File: config.mk
export PLATFORM = sky130hd
export DESIGN_NAME = midpoint_circle_rasterizer
export DESIGN_NICKNAME = d
export VERILOG_FILES = /design/src/hdl/mcr_pkg.sv /design/src/hdl/midpoint_circle_rasterizer.sv /design/src/hdl/mcr_ctrl.sv /design/src/hdl/mcr_dp.sv
export SDC_FILE = /design/constraint.sdc
export NUM_CORES = 1
export LEC_CHECK = 0
export ABC_AREA = 1
export BUFFER_PORTS_ARGS = -buffer_cell sky130_fd_sc_hd__buf_2
export CAP_MARGIN = 20
export CORE_MARGIN = 2
export CORE_UTILIZATION = 55
export CTS_CLUSTER_DIAMETER = 40
export DETAILED_ROUTE_END_ITERATION = 10
export PLACE_DENSITY = 0.78
export SLEW_MARGIN = 10
export SYNTH_ARGS = -nofsm -noshare
export SYNTH_HDL_FRONTEND = slang
export SYNTH_SLANG_ARGS = --single-unit
File: constraint.sdc
create_clock -name clk -period 4.8 [get_ports clk]
set_input_delay 0.96 -clock clk [delete_from_list [all_inputs] [get_ports clk]]
set_output_delay 0.96 -clock clk [all_outputs]
set_load 0.05 [all_outputs]
File: src/hdl/mcr_pkg.sv
`timescale 1ns / 1ps
// ----------------------------------------------------------------------------
// mcr_pkg: shared constants and types for the midpoint circle rasteriser
// Widths, decision constants and the controller/datapath interface structs.
// ----------------------------------------------------------------------------
package mcr_pkg;

  // field widths
  localparam int RADIUS_BITS = 6;
  localparam int CENTER_BITS = 11;
  localparam int COORD_BITS  = 12;

  // decision term grows to about 4 * radius in magnitude, plus sign
  localparam int DEC_BITS = RADIUS_BITS + 4;

  // cap on results per request
  localparam int MAX_RESULTS = 64;
  localparam int COUNT_BITS  = $clog2(MAX_RESULTS);

  // decision constants
  localparam logic signed [DEC_BITS-1:0] DEC_INIT      = DEC_BITS'(3);
  localparam logic signed [DEC_BITS-1:0] DEC_STRAIGHT  = DEC_BITS'(6);
  localparam logic signed [DEC_BITS-1:0] DEC_DIAGONAL  = DEC_BITS'(10);

  // controller to datapath commands
  typedef struct packed {
    logic load;     // capture a new request
    logic advance;  // step to the next point
  } mcr_cmd_t;

  // datapath to controller status
  typedef struct packed {
    logic radius_zero;  // incoming request draws nothing
    logic last;         // current point is the final one
  } mcr_status_t;

endpackage

File: src/hdl/midpoint_circle_rasterizer.sv
`timescale 1ns / 1ps
// ----------------------------------------------------------------------------
// midpoint_circle_rasterizer: midpoint circle point generator
// One request (centre, radius) yields one result per octant step, each
// carrying the eight symmetric points; last_step marks the final one.
//
//   channel | handshake            | payload
//   --------+----------------------+-------------------------------------
//   in      | in_valid / in_ready  | center_x, center_y, radius
//   out     | out_valid / out_ready| 8 coordinates, last_step
//
// A request is taken, then results come one per cycle while out_ready
// is high: about radius/sqrt(2) + 1 results, 45 for radius 63, from the
// one shared step unit in the datapath. A zero radius is accepted and
// gives no result. Synchronous reset returns the block to idle. A stall
// on out_ready holds the current result; in_ready is low until the last
// result of a request has been taken.
// ----------------------------------------------------------------------------
module midpoint_circle_rasterizer (
  input  logic                                   clk,
  input  logic                                   rst,
  input  logic                                   in_valid,
  output logic                                   in_ready,
  input  logic signed [mcr_pkg::CENTER_BITS-1:0] center_x,
  input  logic signed [mcr_pkg::CENTER_BITS-1:0] center_y,
  input  logic        [mcr_pkg::RADIUS_BITS-1:0] radius,
  output logic                                   out_valid,
  input  logic                                   out_ready,
  output logic signed [mcr_pkg::COORD_BITS-1:0]  x_plus_col,
  output logic signed [mcr_pkg::COORD_BITS-1:0]  x_minus_col,
  output logic signed [mcr_pkg::COORD_BITS-1:0]  x_plus_row,
  output logic signed [mcr_pkg::COORD_BITS-1:0]  x_minus_row,
  output logic signed [mcr_pkg::COORD_BITS-1:0]  y_plus_row,
  output logic signed [mcr_pkg::COORD_BITS-1:0]  y_minus_row,
  output logic signed [mcr_pkg::COORD_BITS-1:0]  y_plus_col,
  output logic signed [mcr_pkg::COORD_BITS-1:0]  y_minus_col,
  output logic                                   last_step
);

  mcr_pkg::mcr_cmd_t    cmd;
  mcr_pkg::mcr_status_t status;

  // sequencer
  mcr_ctrl u_ctrl (
    .clk       (clk),
    .rst       (rst),
    .in_valid  (in_valid),
    .in_ready  (in_ready),
    .out_valid (out_valid),
    .out_ready (out_ready),
    .status    (status),
    .cmd       (cmd)
  );

  // step unit and point formation
  mcr_dp u_dp (
    .clk         (clk),
    .center_x    (center_x),
    .center_y    (center_y),
    .radius      (radius),
    .cmd         (cmd),
    .status      (status),
    .x_plus_col  (x_plus_col),
    .x_minus_col (x_minus_col),
    .x_plus_row  (x_plus_row),
    .x_minus_row (x_minus_row),
    .y_plus_row  (y_plus_row),
    .y_minus_row (y_minus_row),
    .y_plus_col  (y_plus_col),
    .y_minus_col (y_minus_col),
    .last_step   (last_step)
  );

endmodule

File: src/hdl/mcr_ctrl.sv
`timescale 1ns / 1ps
// ----------------------------------------------------------------------------
// mcr_ctrl: sequencing for the midpoint circle rasteriser
// Accepts a request when idle and walks the datapath one point per result.
// ----------------------------------------------------------------------------
module mcr_ctrl (
  input  logic                clk,
  input  logic                rst,
  input  logic                in_valid,
  output logic                in_ready,
  output logic                out_valid,
  input  logic                out_ready,
  input  mcr_pkg::mcr_status_t status,
  output mcr_pkg::mcr_cmd_t    cmd
);

  typedef enum logic {
    IDLE,
    EMIT
  } state_t;

  state_t state;

  // handshake outputs follow the state directly
  assign in_ready  = (state == IDLE);
  assign out_valid = (state == EMIT);

  assign cmd.load    = in_valid && in_ready;
  assign cmd.advance = out_valid && out_ready;

  // state register
  always_ff @(posedge clk) begin
    if (rst) begin
      state <= IDLE;
    end else begin
      unique case (state)
        IDLE: begin
          if (in_valid && !status.radius_zero) begin
            state <= EMIT;
          end
        end
        EMIT: begin
          if (out_ready && status.last) begin
            state <= IDLE;
          end
        end
        default: state <= IDLE;
      endcase
    end
  end

endmodule

File: src/hdl/mcr_dp.sv
`timescale 1ns / 1ps
// ----------------------------------------------------------------------------
// mcr_dp: datapath of the midpoint circle rasteriser
// Holds centre, offsets, decision and step count; forms the eight points.
// ----------------------------------------------------------------------------
module mcr_dp (
  input  logic                                       clk,
  input  logic signed [mcr_pkg::CENTER_BITS-1:0]     center_x,
  input  logic signed [mcr_pkg::CENTER_BITS-1:0]     center_y,
  input  logic        [mcr_pkg::RADIUS_BITS-1:0]     radius,
  input  mcr_pkg::mcr_cmd_t                          cmd,
  output mcr_pkg::mcr_status_t                       status,
  output logic signed [mcr_pkg::COORD_BITS-1:0]      x_plus_col,
  output logic signed [mcr_pkg::COORD_BITS-1:0]      x_minus_col,
  output logic signed [mcr_pkg::COORD_BITS-1:0]      x_plus_row,
  output logic signed [mcr_pkg::COORD_BITS-1:0]      x_minus_row,
  output logic signed [mcr_pkg::COORD_BITS-1:0]      y_plus_row,
  output logic signed [mcr_pkg::COORD_BITS-1:0]      y_minus_row,
  output logic signed [mcr_pkg::COORD_BITS-1:0]      y_plus_col,
  output logic signed [mcr_pkg::COORD_BITS-1:0]      y_minus_col,
  output logic                                       last_step
);

  // working registers
  logic signed [mcr_pkg::CENTER_BITS-1:0] held_cx;
  logic signed [mcr_pkg::CENTER_BITS-1:0] held_cy;
  logic        [mcr_pkg::RADIUS_BITS-1:0] col;
  logic        [mcr_pkg::RADIUS_BITS-1:0] row;
  logic signed [mcr_pkg::DEC_BITS-1:0]    dec;
  logic        [mcr_pkg::COUNT_BITS-1:0]  count;

  logic        [mcr_pkg::RADIUS_BITS-1:0] col_next;
  logic        [mcr_pkg::RADIUS_BITS-1:0] row_next;
  logic signed [mcr_pkg::DEC_BITS-1:0]    dec_next;
  logic signed [mcr_pkg::DEC_BITS-1:0]    col_d;
  logic signed [mcr_pkg::DEC_BITS-1:0]    row_d;
  logic signed [mcr_pkg::DEC_BITS-1:0]    rad_d;

  assign col_d = mcr_pkg::DEC_BITS'(col);
  assign row_d = mcr_pkg::DEC_BITS'(row);
  assign rad_d = mcr_pkg::DEC_BITS'(radius);

  // one midpoint step: straight when decision negative, else diagonal
  always_comb begin
    col_next = col + mcr_pkg::RADIUS_BITS'(1);
    if (dec < 0) begin
      row_next = row;
      dec_next = dec + (col_d <<< 2) + mcr_pkg::DEC_STRAIGHT;
    end else begin
      row_next = row - mcr_pkg::RADIUS_BITS'(1);
      dec_next = dec + ((col_d - row_d) <<< 2) + mcr_pkg::DEC_DIAGONAL;
    end
  end

  // final point when the octant closes or the result cap is hit
  assign last_step = (col_next >= row_next) ||
                     (count == mcr_pkg::COUNT_BITS'(mcr_pkg::MAX_RESULTS - 1));

  assign status.last        = last_step;
  assign status.radius_zero = (radius == '0);

  // register update
  always_ff @(posedge clk) begin
    if (cmd.load) begin
      held_cx <= center_x;
      held_cy <= center_y;
      col     <= '0;
      row     <= radius;
      dec     <= mcr_pkg::DEC_INIT - (rad_d <<< 1);
      count   <= '0;
    end else if (cmd.advance) begin
      col     <= col_next;
      row     <= row_next;
      dec     <= dec_next;
      count   <= count + mcr_pkg::COUNT_BITS'(1);
    end
  end

  // octant points, wrapping at coordinate width
  logic signed [mcr_pkg::COORD_BITS-1:0] cx_e;
  logic signed [mcr_pkg::COORD_BITS-1:0] cy_e;
  logic signed [mcr_pkg::COORD_BITS-1:0] col_e;
  logic signed [mcr_pkg::COORD_BITS-1:0] row_e;

  assign cx_e  = mcr_pkg::COORD_BITS'(held_cx);
  assign cy_e  = mcr_pkg::COORD_BITS'(held_cy);
  assign col_e = mcr_pkg::COORD_BITS'(col);
  assign row_e = mcr_pkg::COORD_BITS'(row);

  assign x_plus_col  = cx_e + col_e;
  assign x_minus_col = cx_e - col_e;
  assign x_plus_row  = cx_e + row_e;
  assign x_minus_row = cx_e - row_e;
  assign y_plus_row  = cy_e + row_e;
  assign y_minus_row = cy_e - row_e;
  assign y_plus_col  = cy_e + col_e;
  assign y_minus_col = cy_e - col_e;

endmodule

==> summary.md <==
| Metric | Value |
|---|---|
| ANT nets after route | 0 |
| Setup TNS | 0 ns |
| First-pass GRT wire length | 23860 µm |
| Syn Inst Count | 817 |
| Iter 0 DRT Violations | 355 |
| # fillers | 998 |
| Fraction of the mapped netlist area in adder cells | 22.29% |
| Reg clk slew, reported paths | 0.12 ns |
| Clock latency at the later pin of the worst-skew pair | 0.33 ns |
| Commonest non-fill, non-tap cell in the layout | nand2_1 |
| CP endpoint | last_step |
| Internal power | 1.415 mW |
| Drt pass-1 iters | 7 |
| Synth Area in XOR/XNOR | 10.20% |
| Gr ovfl total | 0 |
| CTS tree | yes |
| Startpoint Class | register |
| Area growth from synthesis to layout | 13.91% |
| Worst hold stages | 2 |
| Netlist Area Pre-Place | 6097 µm² |
| Initial Util | 56.24% |
| Detailed placer's ending HPWL | 11960 µm |
| Seq cells post-synth | 50 |
| # setup viols final | 0 |
| Hold Fails Final Rpt | 0 |
| Post-CTS Setup Bufs | 0 |
| Static leakage | 3.679 nW |
| RSZ-0062 raised after global routing | no |
| Main flop type after synthesis | edfxtp_1 |
| Tmin final | 3.802 ns |
| Max_cap viols | 0 |
| Die height | 109.3 µm |
| Peak supply drop | 0.3642 mV |
| Pin count of the biggest net entering global routing | 25 |
| Slew Limit Fails | 0 |
| FMAX | 263.0 MHz |
| Post-Syn Nets | 951 |
| Commonest non-fill, non-tap cells in the layout | 186 x nand2_1, 133 x inv_1, 130 x buf_2 |
| R2R setup slack | 1.47 ns |
| Die Wd | 109.3 µm |
| Ys async rst share | 0% |
| Main combinational cell family by area after synthesis | adder cells |
| Psw | 1.979 mW |
| Reg2reg end | u_dp.dec[9]$_DFFE_PP_ |
| Crit path DAT | 2.84 ns |
| IO buf count | 130 |
| Hold Path Class | reg2reg |
| CP max FO | 8 |
| CTS Buf Count | 5 |
| Mux cell area share after synthesis | 0% |
| Switching share of total power | 58.31% |
| Vias/cell | 5.178 |
| Reg2Reg Depth | 19 |
| Sequential area share after synthesis | 22.49% |
| EDFF count, synth | 37 |
| DRC violations left | 0 |
| Ys Warns | 0 |
| Post-route cell area | 6945 µm² |
| Crit Reg-Reg Startpoint | u_dp.row[1]$_DFFE_PP_ |
| Wire per inst | 13.87 µm |
| Nets | 1071 |
| Row cnt | 38 |
| Vias in the first global route | 5084 |
| Vias post-DR | 5582 |
| Outcome | completed |
| Cts repair resizes | 0 |
| Antenna Diode Count | 0 |
| CP endpoint kind | output port |
| Core area | 10840 µm² |
| Share of cells above drive strength 1 | 20.15% |
| Part of the cycle the worst path needs | 79.21% |
| Htree depth | 2 |
| Worst Setup SP | u_dp.row[1]$_DFFE_PP_ |
| WL final | 14950 µm |
| Logic pwr share | 71.3% |
| Clock Path Buffers | 2 |
| Max-slew headroom | 38.54% |
| WP data required | 3.84 ns |
| Overall Global Routing Usage | 25.43% |
| Compound-cell area share of the yosys netlist | 13.89% |
| PD cells | 488.6 nW/µm² |
| Io pins | 131 |
| Worst setup path class | reg2out |
| Worst slew pin tran | 0.9196 ns |
| Clock Skew | 0.02080 ns |
| Hold Buf Count CTS | 0 |
| Synth unique cells | 37 |
| Clock Tree Root | clkbuf_8 |
| RD Place Congestion | 0.9176 |
| Clock network fraction of design power | 10.1% |
| Simple-gate share of the synthesized area | 19.91% |
| Placed Instance Area | 6813 µm² |
| Die area | 11940 µm² |
| Seq pwr share | 18.7% |
| Initial antenna violation count | 0 |
| Final Util | 64.07% |
| Clk sinks | 50 |
| Mean Syn Cell Area | 7.463 µm² |
==> power by group through the flow <==
stage / sequential [mW] / clock, mW / combinational, mW
finish: 0.634 / 0.341 / 2.42
global route: 0.643 / 0.363 / 2.67
CTS: 0.632 / 0.345 / 2.41
detailed placement: 0.642 / 0 / 2.40
global placement: 0.641 / 0 / 2.37
floorplan: 0.604 / 0 / 1.94
==> synthesized netlist by cell type (12+ instances only) <==
master / n / area (µm²)
o21ai_2: 12 / 105.1
nand2_1: 186 / 698.2
inv_1: 133 / 499.2
nand3_1: 39 / 195.2
ha_1: 91 / 1139
a21oi_1: 42 / 210.2
o21ai_0: 39 / 195.2
xor2_1: 64 / 560.5
nor3_1: 12 / 60.06
nor2_1: 40 / 150.1
edfxtp_1: 37 / 1111
inv_2: 14 / 52.55
dfxtp_1: 13 / 260.3
==> worst max-delay path, cell delays in order, from the launching register on <==
cell and delay (ns):
edfxtp_1 0.54, inv_1 0.35, nand3_1 0.18, nor2_1 0.14, nand2_1 0.08, xor2_1 0.18, inv_1 0.06, ha_1 0.31
nand2_1 0.07, nor2_1 0.10, o21ai_0 0.09, nand4_1 0.12, buf_2 0.28
==> layer usage <==
metal	track usage (%)	vias up	share of wire, %
met4	6.058	0	1.7
met2	42.64	162	47
met3	3.023	19	5.9
li1	-	2865	-
met5	0	-	0
met1	35.20	2536	45
==> kinds of logic (layout without fill, tap and decap cells) <==
group,after synthesis,in the layout
compound gates,131,131
buf+inv,169,290
xor+xnor,71,71
flops,50,50
fa+ha+maj,102,102
simple gates,294,294
==> sequential cells by signal, indices dropped and copies added, names as in the netlist <==
register,cells
u_ctrl.out_valid,1
u_dp.dec,9
u_dp.col,6
u_dp.held_cx,11
u_dp.held_cy,11
u_dp.row,6
u_dp.count,6
==> cell type report <==
class	count	area, µm²	area share, %
Multi-Input combinational cell	598	4041	58.19
Clock buffer	8	132.6	1.910
Timing Repair Buffer	131	658.1	9.476
Inverter	151	566.8	8.161
Tap cell	140	175.2	2.522
Sequential cell	50	1371	19.74
==> per-stage QoR <==
stage,worst slack (ns),hold slack (ns),power [mW],cells
finish,0.9978,0.4771,3.394,1078
global placement,1.448,0.4540,3.014,1070
detailed placement,1.415,0.4659,3.038,1070
CTS,1.012,0.4805,3.388,1078
floorplan,1.485,0.4387,2.544,817
global route,0.7090,0.5184,3.672,1078
==> how the worst min path moves through the flow <==
stage                               startpoint                          to  slack (ns)
global route        u_dp.count[5]$_SDFFE_PP0P_  u_dp.count[5]$_SDFFE_PP0P_        0.52
finish              u_dp.count[5]$_SDFFE_PP0P_  u_dp.count[5]$_SDFFE_PP0P_        0.48
global placement    u_dp.count[5]$_SDFFE_PP0P_  u_dp.count[5]$_SDFFE_PP0P_        0.45
detailed placement  u_dp.count[5]$_SDFFE_PP0P_  u_dp.count[5]$_SDFFE_PP0P_        0.47
floorplan           u_dp.count[5]$_SDFFE_PP0P_  u_dp.count[5]$_SDFFE_PP0P_        0.44
CTS                 u_dp.count[5]$_SDFFE_PP0P_  u_dp.count[5]$_SDFFE_PP0P_        0.48
No activity file was read; power rests on OpenSTA's default activity.
